`config.mk`:
```
export PLATFORM = sky130hd
export DESIGN_NAME = string_literal_unescaper_core
export DESIGN_NICKNAME = d
export VERILOG_FILES = /design/src/hdl/slu_pkg.sv /design/src/hdl/string_literal_unescaper_core.sv
export SDC_FILE = /design/constraint.sdc
export NUM_CORES = 1
export LEC_CHECK = 0
export BUFFER_PORTS_ARGS = -buffer_cell sky130_fd_sc_hd__buf_4
export CAP_MARGIN = 10
export CORE_MARGIN = 2
export CORE_UTILIZATION = 46
export DETAILED_ROUTE_END_ITERATION = 8
export PLACE_DENSITY_LB_ADDON = 0.15
export SLEW_MARGIN = 20
export SYNTH_ARGS = -nofsm -noshare
export SYNTH_HDL_FRONTEND = slang
export SYNTH_SLANG_ARGS = --single-unit
```
`constraint.sdc`:
```
create_clock -name clk -period 2.8 [get_ports clk]
set_input_delay 0.56 -clock clk [delete_from_list [all_inputs] [get_ports clk]]
set_output_delay 0.56 -clock clk [all_outputs]
set_load 0.05 [all_outputs]
```
`src/hdl/slu_pkg.sv`:
```
package slu_pkg;

  // Width of the line counter held inside the block.
  localparam int LINE_COUNT_WIDTH = 32;
  // Width of the line count reported with every result.
  localparam int LINE_COUNT_OUT_W = 32;

  typedef logic [7:0] byte_t;
  typedef logic [2:0] status_t;
  typedef logic [1:0] phase_t;
  typedef logic [LINE_COUNT_WIDTH-1:0] line_cnt_t;

  // Decoder phases.
  localparam phase_t PH_IDLE = 2'd0;
  localparam phase_t PH_BODY = 2'd1;
  localparam phase_t PH_ESC  = 2'd2;
  localparam phase_t PH_CR   = 2'd3;

  // Completion codes.
  localparam status_t ST_OK      = 3'd0;
  localparam status_t ST_NOTSTR  = 3'd1;
  localparam status_t ST_NEWLINE = 3'd2;
  localparam status_t ST_NUL     = 3'd3;
  localparam status_t ST_BADESC  = 3'd4;

  // Character codes of interest.
  localparam byte_t CH_QUOTE  = 8'h22;
  localparam byte_t CH_BSLASH = 8'h5C;
  localparam byte_t CH_LF     = 8'h0A;
  localparam byte_t CH_CR     = 8'h0D;
  localparam byte_t CH_NUL    = 8'h00;

  // Result of looking up the byte that follows a backslash.
  typedef struct packed {
    logic  known;
    byte_t ch;
  } esc_map_t;

  // Simple one-character escapes; line breaks are handled by the caller.
  function automatic esc_map_t esc_lookup(byte_t c);
    esc_map_t r;
    r.known = 1'b1;
    r.ch    = 8'h00;
    unique case (c)
      8'h6E:   r.ch = 8'h0A; // n
      8'h74:   r.ch = 8'h09; // t
      8'h62:   r.ch = 8'h08; // b
      8'h72:   r.ch = 8'h0D; // r
      8'h66:   r.ch = 8'h0C; // f
      8'h61:   r.ch = 8'h07; // a
      8'h5C:   r.ch = 8'h5C; // backslash
      8'h3F:   r.ch = 8'h3F; // question mark
      8'h27:   r.ch = 8'h27; // single quote
      8'h22:   r.ch = 8'h22; // double quote
      default: r.known = 1'b0;
    endcase
    return r;
  endfunction

endpackage

```
`src/hdl/string_literal_unescaper_core.sv`:
```
// Decodes a double-quoted C string literal fed one source byte per transfer
// and returns exactly one result per byte: an optional decoded character,
// a done flag with a completion status, and the escaped-line counter. Each
// byte is decided by a small phase register and one level of decode logic
// in the cycle it is accepted, and the result lands in an output register,
// so the block sustains one byte per clock cycle while the output is not stalled.
// A new byte is taken whenever the output register is empty or its result
// is being taken in the same cycle. The single configuration register
// (line_count_enable, reset 1) is written through the cfg_ port, which is
// always ready.
module string_literal_unescaper_core (
  input  logic                                clk,
  input  logic                                rst_n,
  // Source bytes
  input  logic                                in_valid,
  output logic                                in_stall,
  input  slu_pkg::byte_t                      in_char,
  // Decoded results
  output logic                                out_valid,
  input  logic                                out_stall,
  output logic                                out_char_valid,
  output slu_pkg::byte_t                      out_char,
  output logic                                out_done_res,
  output slu_pkg::status_t                    out_status,
  output logic [slu_pkg::LINE_COUNT_OUT_W-1:0] out_line_count,
  // Configuration
  input  logic                                cfg_valid,
  output logic                                cfg_ready,
  input  logic                                cfg_data
);
  import slu_pkg::*;

  logic       enable_r;
  phase_t     phase_r, phase_nxt;
  line_cnt_t  line_cnt_r, line_cnt_nxt;

  logic       out_valid_r;
  logic       char_valid_r, char_valid_nxt;
  byte_t      char_r, char_nxt;
  logic       done_r, done_nxt;
  status_t    status_r, status_nxt;
  line_cnt_t  line_out_r;

  logic       in_acc;
  logic       bump;
  phase_t     ph_eff;
  esc_map_t   esc;

  // The output register frees up when it is empty or being drained.
  assign in_stall  = out_valid_r & out_stall;
  assign in_acc    = in_valid & ~in_stall;
  assign cfg_ready = 1'b1;

  // Configuration register.
  always_ff @(posedge clk) begin
    if (!rst_n) begin
      enable_r <= 1'b1;
    end else if (cfg_valid && cfg_ready) begin
      enable_r <= cfg_data;
    end
  end

  // Per-byte decode.
  always_comb begin
    phase_nxt      = phase_r;
    char_valid_nxt = 1'b0;
    char_nxt       = 8'h00;
    done_nxt       = 1'b0;
    status_nxt     = ST_OK;
    bump           = 1'b0;
    esc            = esc_lookup(in_char);
    // After an escaped CR any byte other than LF is an ordinary body byte.
    ph_eff         = (phase_r == PH_CR) ? PH_BODY : phase_r;

    if (phase_r == PH_CR && in_char == CH_LF) begin
      // LF completing an escaped CR LF pair: swallowed silently.
      phase_nxt = PH_BODY;
    end else begin
      unique case (ph_eff)
        PH_IDLE: begin
          if (in_char == CH_QUOTE) begin
            phase_nxt = PH_BODY;
          end else begin
            phase_nxt  = PH_IDLE;
            done_nxt   = 1'b1;
            status_nxt = ST_NOTSTR;
          end
        end
        PH_BODY: begin
          priority if (in_char == CH_QUOTE) begin
            done_nxt   = 1'b1;
            status_nxt = ST_OK;
            phase_nxt  = PH_IDLE;
          end else if (in_char == CH_LF) begin
            done_nxt   = 1'b1;
            status_nxt = ST_NEWLINE;
            phase_nxt  = PH_IDLE;
          end else if (in_char == CH_NUL) begin
            done_nxt   = 1'b1;
            status_nxt = ST_NUL;
            phase_nxt  = PH_IDLE;
          end else if (in_char == CH_BSLASH) begin
            phase_nxt = PH_ESC;
          end else begin
            phase_nxt      = PH_BODY;
            char_valid_nxt = 1'b1;
            char_nxt       = in_char;
          end
        end
        default: begin
          // Byte after a backslash.
          priority if (esc.known) begin
            phase_nxt      = PH_BODY;
            char_valid_nxt = 1'b1;
            char_nxt       = esc.ch;
          end else if (in_char == CH_LF) begin
            phase_nxt = PH_BODY;
            bump      = 1'b1;
          end else if (in_char == CH_CR) begin
            phase_nxt = PH_CR;
            bump      = 1'b1;
          end else begin
            phase_nxt  = PH_IDLE;
            done_nxt   = 1'b1;
            status_nxt = ST_BADESC;
          end
        end
      endcase
    end

    line_cnt_nxt = (bump && enable_r) ? line_cnt_r + 1'b1 : line_cnt_r;
  end

  // Decoder state, updated on every accepted byte.
  always_ff @(posedge clk) begin
    if (!rst_n) begin
      phase_r    <= PH_IDLE;
      line_cnt_r <= '0;
    end else if (in_acc) begin
      phase_r    <= phase_nxt;
      line_cnt_r <= line_cnt_nxt;
    end
  end

  // Result register valid flag.
  always_ff @(posedge clk) begin
    if (!rst_n) begin
      out_valid_r <= 1'b0;
    end else if (in_acc) begin
      out_valid_r <= 1'b1;
    end else if (!out_stall) begin
      out_valid_r <= 1'b0;
    end
  end

  // Result payload.
  always_ff @(posedge clk) begin
    if (in_acc) begin
      char_valid_r <= char_valid_nxt;
      char_r       <= char_nxt;
      done_r       <= done_nxt;
      status_r     <= status_nxt;
      line_out_r   <= line_cnt_nxt;
    end
  end

  assign out_valid      = out_valid_r;
  assign out_char_valid = char_valid_r;
  assign out_char       = char_r;
  assign out_done_res   = done_r;
  assign out_status     = status_r;
  assign out_line_count = LINE_COUNT_OUT_W'(line_out_r);

  // A non-ok status only ever comes with the end of a literal.
  a_status_needs_done: assert property (@(posedge clk) disable iff (!rst_n)
    out_valid_r && !done_r |-> status_r == ST_OK)
    else $error("status set without done");

  // A decoded character never comes with the end of a literal.
  a_char_not_done: assert property (@(posedge clk) disable iff (!rst_n)
    out_valid_r |-> !(char_valid_r && done_r))
    else $error("character and done together");

  // The line counter moves only on an accepted byte.
  a_cnt_only_on_accept: assert property (@(posedge clk) disable iff (!rst_n)
    !in_acc |=> $stable(line_cnt_r))
    else $error("line counter moved without a transfer");

  // The line counter steps by at most one per byte.
  a_cnt_step: assert property (@(posedge clk) disable iff (!rst_n)
    in_acc |=> (line_cnt_r == $past(line_cnt_r)) ||
               (line_cnt_r == line_cnt_t'($past(line_cnt_r) + 1'b1)))
    else $error("line counter jumped");

  // The escaped-CR phase is entered only from the escape phase.
  a_cr_from_esc: assert property (@(posedge clk) disable iff (!rst_n)
    $rose(phase_r == PH_CR) |-> $past(phase_r) == PH_ESC)
    else $error("escaped CR phase entered from the wrong phase");

endmodule
```
==> summary.md, run 1 <==
| Metric | Value |
|---|---|
| WP data required | `3080 ps` |
| Remaining Overflow, GRT | `0` |
| Netlist cell types | `58` |
| RR Startpoint | `line_cnt_r[0]$_SDFFE_PN0P_` |
| RSZ-0062 raised after global routing | `false` |
| Asr flop ratio synth | `0` |
| Power Total | `2400 uW` |
| Top cells by area, synth | `edfxtp_1 33%, dfxtp_1 17%, xnor2_1 5.5%` |
| CP arrival | `2640 ps` |
| Root Driver | `clkbuf_8` |
| Crit-path max FO | `19` |
| Status | `complete, no violations` |
| Slew at the pin closest to its max-slew limit | `689 ps` |
| Routed len/inst | `15.1 um` |
| Commonest cells after routing, fill and taps aside | `81 x buf_4, 45 x edfxtp_1, 43 x nor2_1, 36 x dfxtp_1, 29 x nand2_1` |
| Post-synth design cell area | `4150 um2` |
| Synthesized netlist cell count | `419` |
| Post-DP HPWL | `6360 um` |
| CP Class | `in2reg` |
| CTS resizes | `0` |
| Port-buffer cells | `60` |
| Seq/Total Area, Yosys | `0.499` |
| Fraction of layout cells with a size suffix above 1 | `0.222` |
| Worst-path clk slew | `80 ps` |
| VDD IR max | `0.000241 V` |
| Initial Utilization | `0.476` |
| Hold slack final | `427 ps` |
| Die Y | `99.0 um` |
| Pleak | `0.00185 uW` |
| Core outline area | `8720 um2` |
| Via density | `5.61` |
| Layout Skew | `8.87 ps` |
| Worst hold start | `in_valid` |
| Type of origin of the critical path | `input pin` |
| Worst flop-to-flop path endpoint | `out_line_count[22]$_DFFE_PP_` |
| Worst R2R Setup Slack | `480 ps` |
| Dpl cells | `582` |
| # rows | `34` |
| Net Count, Synth | `434` |
| Ant diodes | `0` |
| Initial DRC Count | `119` |
| Max Fclk | `424 MHz` |
| Ys Warns | `0` |
| H-tree levels | `3` |
| Final RePlAce weighted congestion | `0.826` |
| DIE AREA | `9800 um2` |
| TritonCTS buffer count | `9` |
| R2R cell count | `6` |
| Final non-filler cell total | `598` |
| Min-Delay Endpoint | `out_valid$_SDFFE_PN0P_` |
| Syn avg cell area | `9.90 um2` |
| Final Hold Viols | `0` |
| Tcrit/Tclk final | `0.843` |
| DR vias | `3,354` |
| CTS tree | `yes` |
| Number of setup violations in the final report | `0` |
| Final critical-path required period | `2360 ps` |
| Most common cell after layout, fill and taps aside | `buf_4` |
| # Max-Cap Violations | `0` |
| Primary FF master, synth | `edfxtp_1` |
| Clock tree buffer depth | `2` |
| I/O Pins | `62` |
| CTS Sinks | `81` |
| Filler instances | `769` |
| Slew Limit Headroom | `0.539` |
| Layout area overhead | `19.1%` |
| Final Max Slew Viols | `0` |
| Largest net degree at the start of global routing | `25` |
| Number of global-route vias before repair | `3,171` |
| ANT nets after route | `0` |
| Cell area power density | `486 nW/um2` |
| GRT Util Overall | `0.193` |
| First-pass detailed-route iteration total | `4` |
| Worst-Skew Late Latency | `350 ps` |
| Routed wire length | `9050 um` |
| Fin nets | `500` |
| Post-synth top area share | `0.326` |
| Hold Crit Depth | `2` |
| Setup Buffers After CTS | `0` |
| Synth Register Bits | `81` |
| Die W | `99.0 um` |
| Setup TNS | `0 ps` |
| First-pass GRT wire length | `15,300 um` |
| Hold-fix buffers, CTS | `0` |
| Crit. End Element | `flip-flop` |
| DRC Markers | `0` |
| EDFF count, synth | `45` |
| Initial antenna violation count | `0` |
| Final Core Density | `0.567` |
| Post-synth top area cell | `edfxtp_1` |
| Worst min path class | `in2reg` |
stage by stage:
step                      cell area, um2  setup WS [ps]
after global placement              4770           92.4
final                               4940            440
after floorplan                     4150            189
after detailed placement            4770           60.2
after global routing                4940            298
after CTS                           4940            438
worst max-delay path by stage:
stage                               startpoint                      endpoint
finish                              in_char[4]   line_cnt_r[17]$_SDFFE_PN0P_
CTS                                 in_char[4]  out_line_count[30]$_DFFE_PP_
detailed placement                  in_char[4]  out_line_count[30]$_DFFE_PP_
global placement                    in_char[4]   line_cnt_r[21]$_SDFFE_PN0P_
floorplan               out_valid$_SDFFE_PN0P_   line_cnt_r[16]$_SDFFE_PN0P_
global route        line_cnt_r[0]$_SDFFE_PN0P_  out_line_count[22]$_DFFE_PP_
sequential cells by signal, summed over array words and instances (netlist names), 2 cells and up:
| register | cells |
|---|---|
| line_cnt_r | 32 |
| out_char | 8 |
| out_line_count | 32 |
| phase_r | 2 |
| out_status | 3 |
power breakdown:
part	internal (uW)	leakage (uW)	switching [uW]
clock	325	0.0000866	435
sequential	1290	0.000740	16.5
combinational	97.1	0.00102	233
total	1720	0.00185	684
routing by layer:
layer,track usage,vias up,share of wire
met5,0,-,0
met4,0.0769,0,0.022
met3,0.0326,18,0.044
met2,0.306,81,0.47
met1,0.265,1588,0.47
li1,-,1667,-
kinds of logic after synthesis:
kind of cell             after synthesis  synth area share
XOR/XNOR                              48             0.101
buffers and inverters                 36            0.0386
adder cells (fa/ha/maj)                1           0.00302
other                                  1          0.000904
AO/OA/AOI/OAI                         65             0.108
AND/OR/NAND/NOR                      184             0.241
multiplexers                           3           0.00754
flip-flops                            81             0.499
synth_stat cells, types with 2 or more instances:
| cell type | number |
|---|---|
| edfxtp_1 | 45 |
| dfxtp_1 | 36 |
| or2_2 | 4 |
| buf_6 | 2 |
| nand2b_1 | 2 |
| nor4b_1 | 2 |
| and2_1 | 4 |
| a21oi_1 | 20 |
| inv_1 | 10 |
| xnor2_1 | 26 |
| buf_2 | 5 |
| o21a_1 | 2 |
| nor2b_1 | 2 |
| mux2i_1 | 2 |
| and3_1 | 9 |
| nand3_1 | 18 |
| nand2_1 | 29 |
| a31oi_1 | 2 |
| o21ai_0 | 15 |
| nor4_1 | 7 |
| nor2_1 | 43 |
| a22o_1 | 6 |
| nand4_1 | 18 |
| o31ai_1 | 4 |
| nand4b_1 | 2 |
| xor2_1 | 22 |
| or3_1 | 13 |
| or4_1 | 7 |
| nand3b_1 | 2 |
| a32o_1 | 2 |
| clkbuf_1 | 17 |
| nor3_1 | 13 |
| a41oi_1 | 3 |
cell type report:
cell class	count	area, um2	share of cell area
Sequential cell	81	2070	0.419
Clock inverter	6	43.8	0.00886
Multi-Input combinational cell	302	1920	0.388
Clock buffer	10	128	0.0258
Inverter	10	37.5	0.00760
Tap cell	108	135	0.0273
Timing Repair Buffer	81	608	0.123
worst max-delay path, stage by stage:
cell	delay, ps
buf_4	110
or4_4	570
a2111oi_4	230
buf_4	310
nand3_2	190
or4_1	500
a21oi_1	160
No activity file was read; power rests on OpenSTA's default activity.
==> run 2, diff against run 1 <==
==> constraint.sdc (replaced) <==
create_clock -name clk -period 2.3 [get_ports clk]
set_input_delay 0.46 -clock clk [delete_from_list [all_inputs] [get_ports clk]]
set_output_delay 0.46 -clock clk [all_outputs]
set_load 0.05 [all_outputs]
==> run 2 against run 1 <==
  * Combinational power is 30% higher
  * Core utilization is 3.4 points higher
  * Sequential cell count stayed put
  * Total power is 24% higher
  * Global-route usage is 0.46 points higher
  * First-iteration DRC count is 18% lower
  * Via count is 4.5% higher
  * Worst setup slack worse by 300 ps
  * Die area stayed put
  * Worst hold slack worse by 100 ps
  * Clock power is 27% higher
  * Critical path type is now reg2reg
==> summary.md, run 2 (synthesis gave the netlist of run 1 again) <==
| Metric | Value |
|---|---|
| Status | `complete, no violations` |
| Crit-path max FO | `6 (-13)` |
| DIE AREA | `9800 um2 (unchanged)` |
| Max Fclk | `463 MHz` |
| ANT nets after route | `0 (unchanged)` |
| Ant diodes | `0 (unchanged)` |
| Filler instances | `770 (+0.13%)` |
| Commonest cells after routing, fill and taps aside | `115 x buf_4, 45 x edfxtp_1, 43 x nor2_1, 36 x dfxtp_1, 29 x nand2_1` |
| Layout area overhead | `26.2%` |
| Initial DRC Count | `98 (-18%)` |
| H-tree levels | `3 (unchanged)` |
| Final Core Density | `0.600 (+0.0339)` |
| Final Max Slew Viols | `0 (unchanged)` |
| Clock share of power | `0.323 (+0.006)` |
| Cell area power density | `570 nW/um2 (+17%)` |
| Pleak | `0.00203 uW (+9.9%)` |
| RSZ-0062 raised after global routing | `false` |
| Logic gate share of total power | `0.144 (+0.006)` |
| Hold-fix buffers, CTS | `0 (unchanged)` |
| Final non-filler cell total | `633 (+5.9%)` |
| Routed wire length | `9550 um (+5.5%)` |
| Placed Area | `5050 um2 (+5.9%)` |
| Die Y | `99.0 um (unchanged)` |
| Port-buffer cells | `60 (unchanged)` |
| WP data required | `2410 ps (-670 ps)` |
| # Max-Cap Violations | `0 (unchanged)` |
| GRT Util Overall | `0.198 (+0.00458)` |
| Most common cell after layout, fill and taps aside | `buf_4` |
| Initial Utilization | `0.476 (unchanged)` |
| Number of setup violations in the final report | `0 (unchanged)` |
| Root Driver | `clkbuf_8` |
| TritonCTS buffer count | `9 (unchanged)` |
| Worst-Skew Late Latency | `360 ps (about the same)` |
| CTS tree | `yes` |
| Setup TNS | `0 ps (unchanged)` |
| Crit. End Element | `flip-flop` |
| Setup Buffers After CTS | `0 (unchanged)` |
| Final critical-path required period | `2160 ps` |
| Post-layout instance area | `5240 um2 (+6.0%)` |
| Worst-path clk slew | `80 ps (about the same)` |
| Final Hold Viols | `0 (unchanged)` |
| Core outline area | `8720 um2 (unchanged)` |
| Type of origin of the critical path | `flip-flop` |
| DRC Markers | `0 (unchanged)` |
| Sw frac | `0.284 (-0.000697)` |
| Die W | `99.0 um (unchanged)` |
| DR vias | `3,506 (+4.5%)` |
| Fraction of layout cells with a size suffix above 1 | `0.278 (+0.0556)` |
| Total internal power | `2140 uW (+24%)` |
| Psw | `849 uW (+24%)` |
| # rows | `34 (unchanged)` |
| VDD IR max | `0.000324 V (+34%)` |
| First-pass GRT wire length | `15,600 um (+2.0%)` |
| I/O Pins | `62 (unchanged)` |
| Power Total | `2990 uW (+24%)` |
| Initial antenna violation count | `0 (unchanged)` |
| Footprint of the multi-input gates | `1930 um2 (+0.59%)` |
| First-pass detailed-route iteration total | `5 (+1)` |
| Reg power frac | `0.533 (-0.013)` |
| Register area | `2070 um2 (unchanged)` |
| Layout Skew | `7.29 ps (-1.58 ps)` |
| Dpl cells | `617 (+6.0%)` |
| CP arrival | `2270 ps (-370 ps)` |
| Clock tree buffer depth | `2 (unchanged)` |
| Post-DP HPWL | `6930 um (+9.1%)` |
| Worst min path class | `in2reg` |
| CTS Sinks | `81 (unchanged)` |
| Largest net degree at the start of global routing | `26 (+4.0%)` |
| Via density | `5.54 (-1.2%)` |
| Fin nets | `535 (+7.0%)` |
| CP Class | `reg2reg` |
| Tcrit/Tclk final | `0.938` |
| Final RePlAce weighted congestion | `0.923 (+12%)` |
| Number of global-route vias before repair | `3,241 (+2.2%)` |
| Remaining Overflow, GRT | `0 (unchanged)` |
| Routed len/inst | `15.1 um (-0.32%)` |
run 2: cell count changes in the layout (fill, tap and decap cells not counted), sizes merged:
cell / delta
clkinvlp: -1
buf: +35
clkinv: +1
run 2: power by group through the flow:
stage | sequential (uW) | combinational, uW | clock [uW]
6_report | 1590 | 429 | 965
5_1_grt | 1600 | 452 | 1040
4_1_cts | 1590 | 431 | 983
3_5_place_dp | 1630 | 430 | 0
3_3_place_gp | 1620 | 426 | 0
2_1_floorplan | 1780 | 124 | 0
run 2: path summary, 6_finish.rpt:
path                                 from                      endpoint  slack, ps  depth (start not counted)
setup / recovery  phase_r[1]$_SDFFE_PN0P_  out_line_count[29]$_DFFE_PP_        140                          5
hold / removal                   cfg_data         enable_r$_SDFFE_PN1P_        320                          3
setup reg to reg  phase_r[1]$_SDFFE_PN0P_  out_line_count[29]$_DFFE_PP_        140                          5
hold reg to reg     enable_r$_SDFFE_PN1P_         enable_r$_SDFFE_PN1P_        500                          2
run 2: routing by layer:
metal	vias up	GRT usage	wire, um
met4	0	0.0632	129
met2	96	0.326	4610
met5	-	0	0
li1	1738	-	-
met3	9	0.0454	502
met1	1663	0.259	4310
run 2: critical path, cell delays in order (launching register included):
cell and delay, ps:
dfxtp_1 440, nand3b_1 230, a2111oi_4 350, nand3_1 210, or4_1 530, xnor2_1 150
run 2: per-stage QoR:
step / worst slack [ps] / hold slack (ps)
final: 142 / 322
after global routing: 40.1 / 324
after CTS: 115 / 321
after detailed placement: -257 / 490
after global placement: -207 / 481
after floorplan: -139 / 441
run 2: cell type report:
cell class,count,area share
clock buffers,10,0.0263
clock inverters,6,0.00812
inverters,10,0.00717
multi-input cells,302,0.368
flip-flops and latches,81,0.396
well taps,108,0.0258
repair buffers,116,0.169
run 2: timing repair:
action | in CTS | in global routing
resized for setup | 0 | 1
hold endpoints to repair | 0 | 0
setup endpoints to repair | 0 | 3
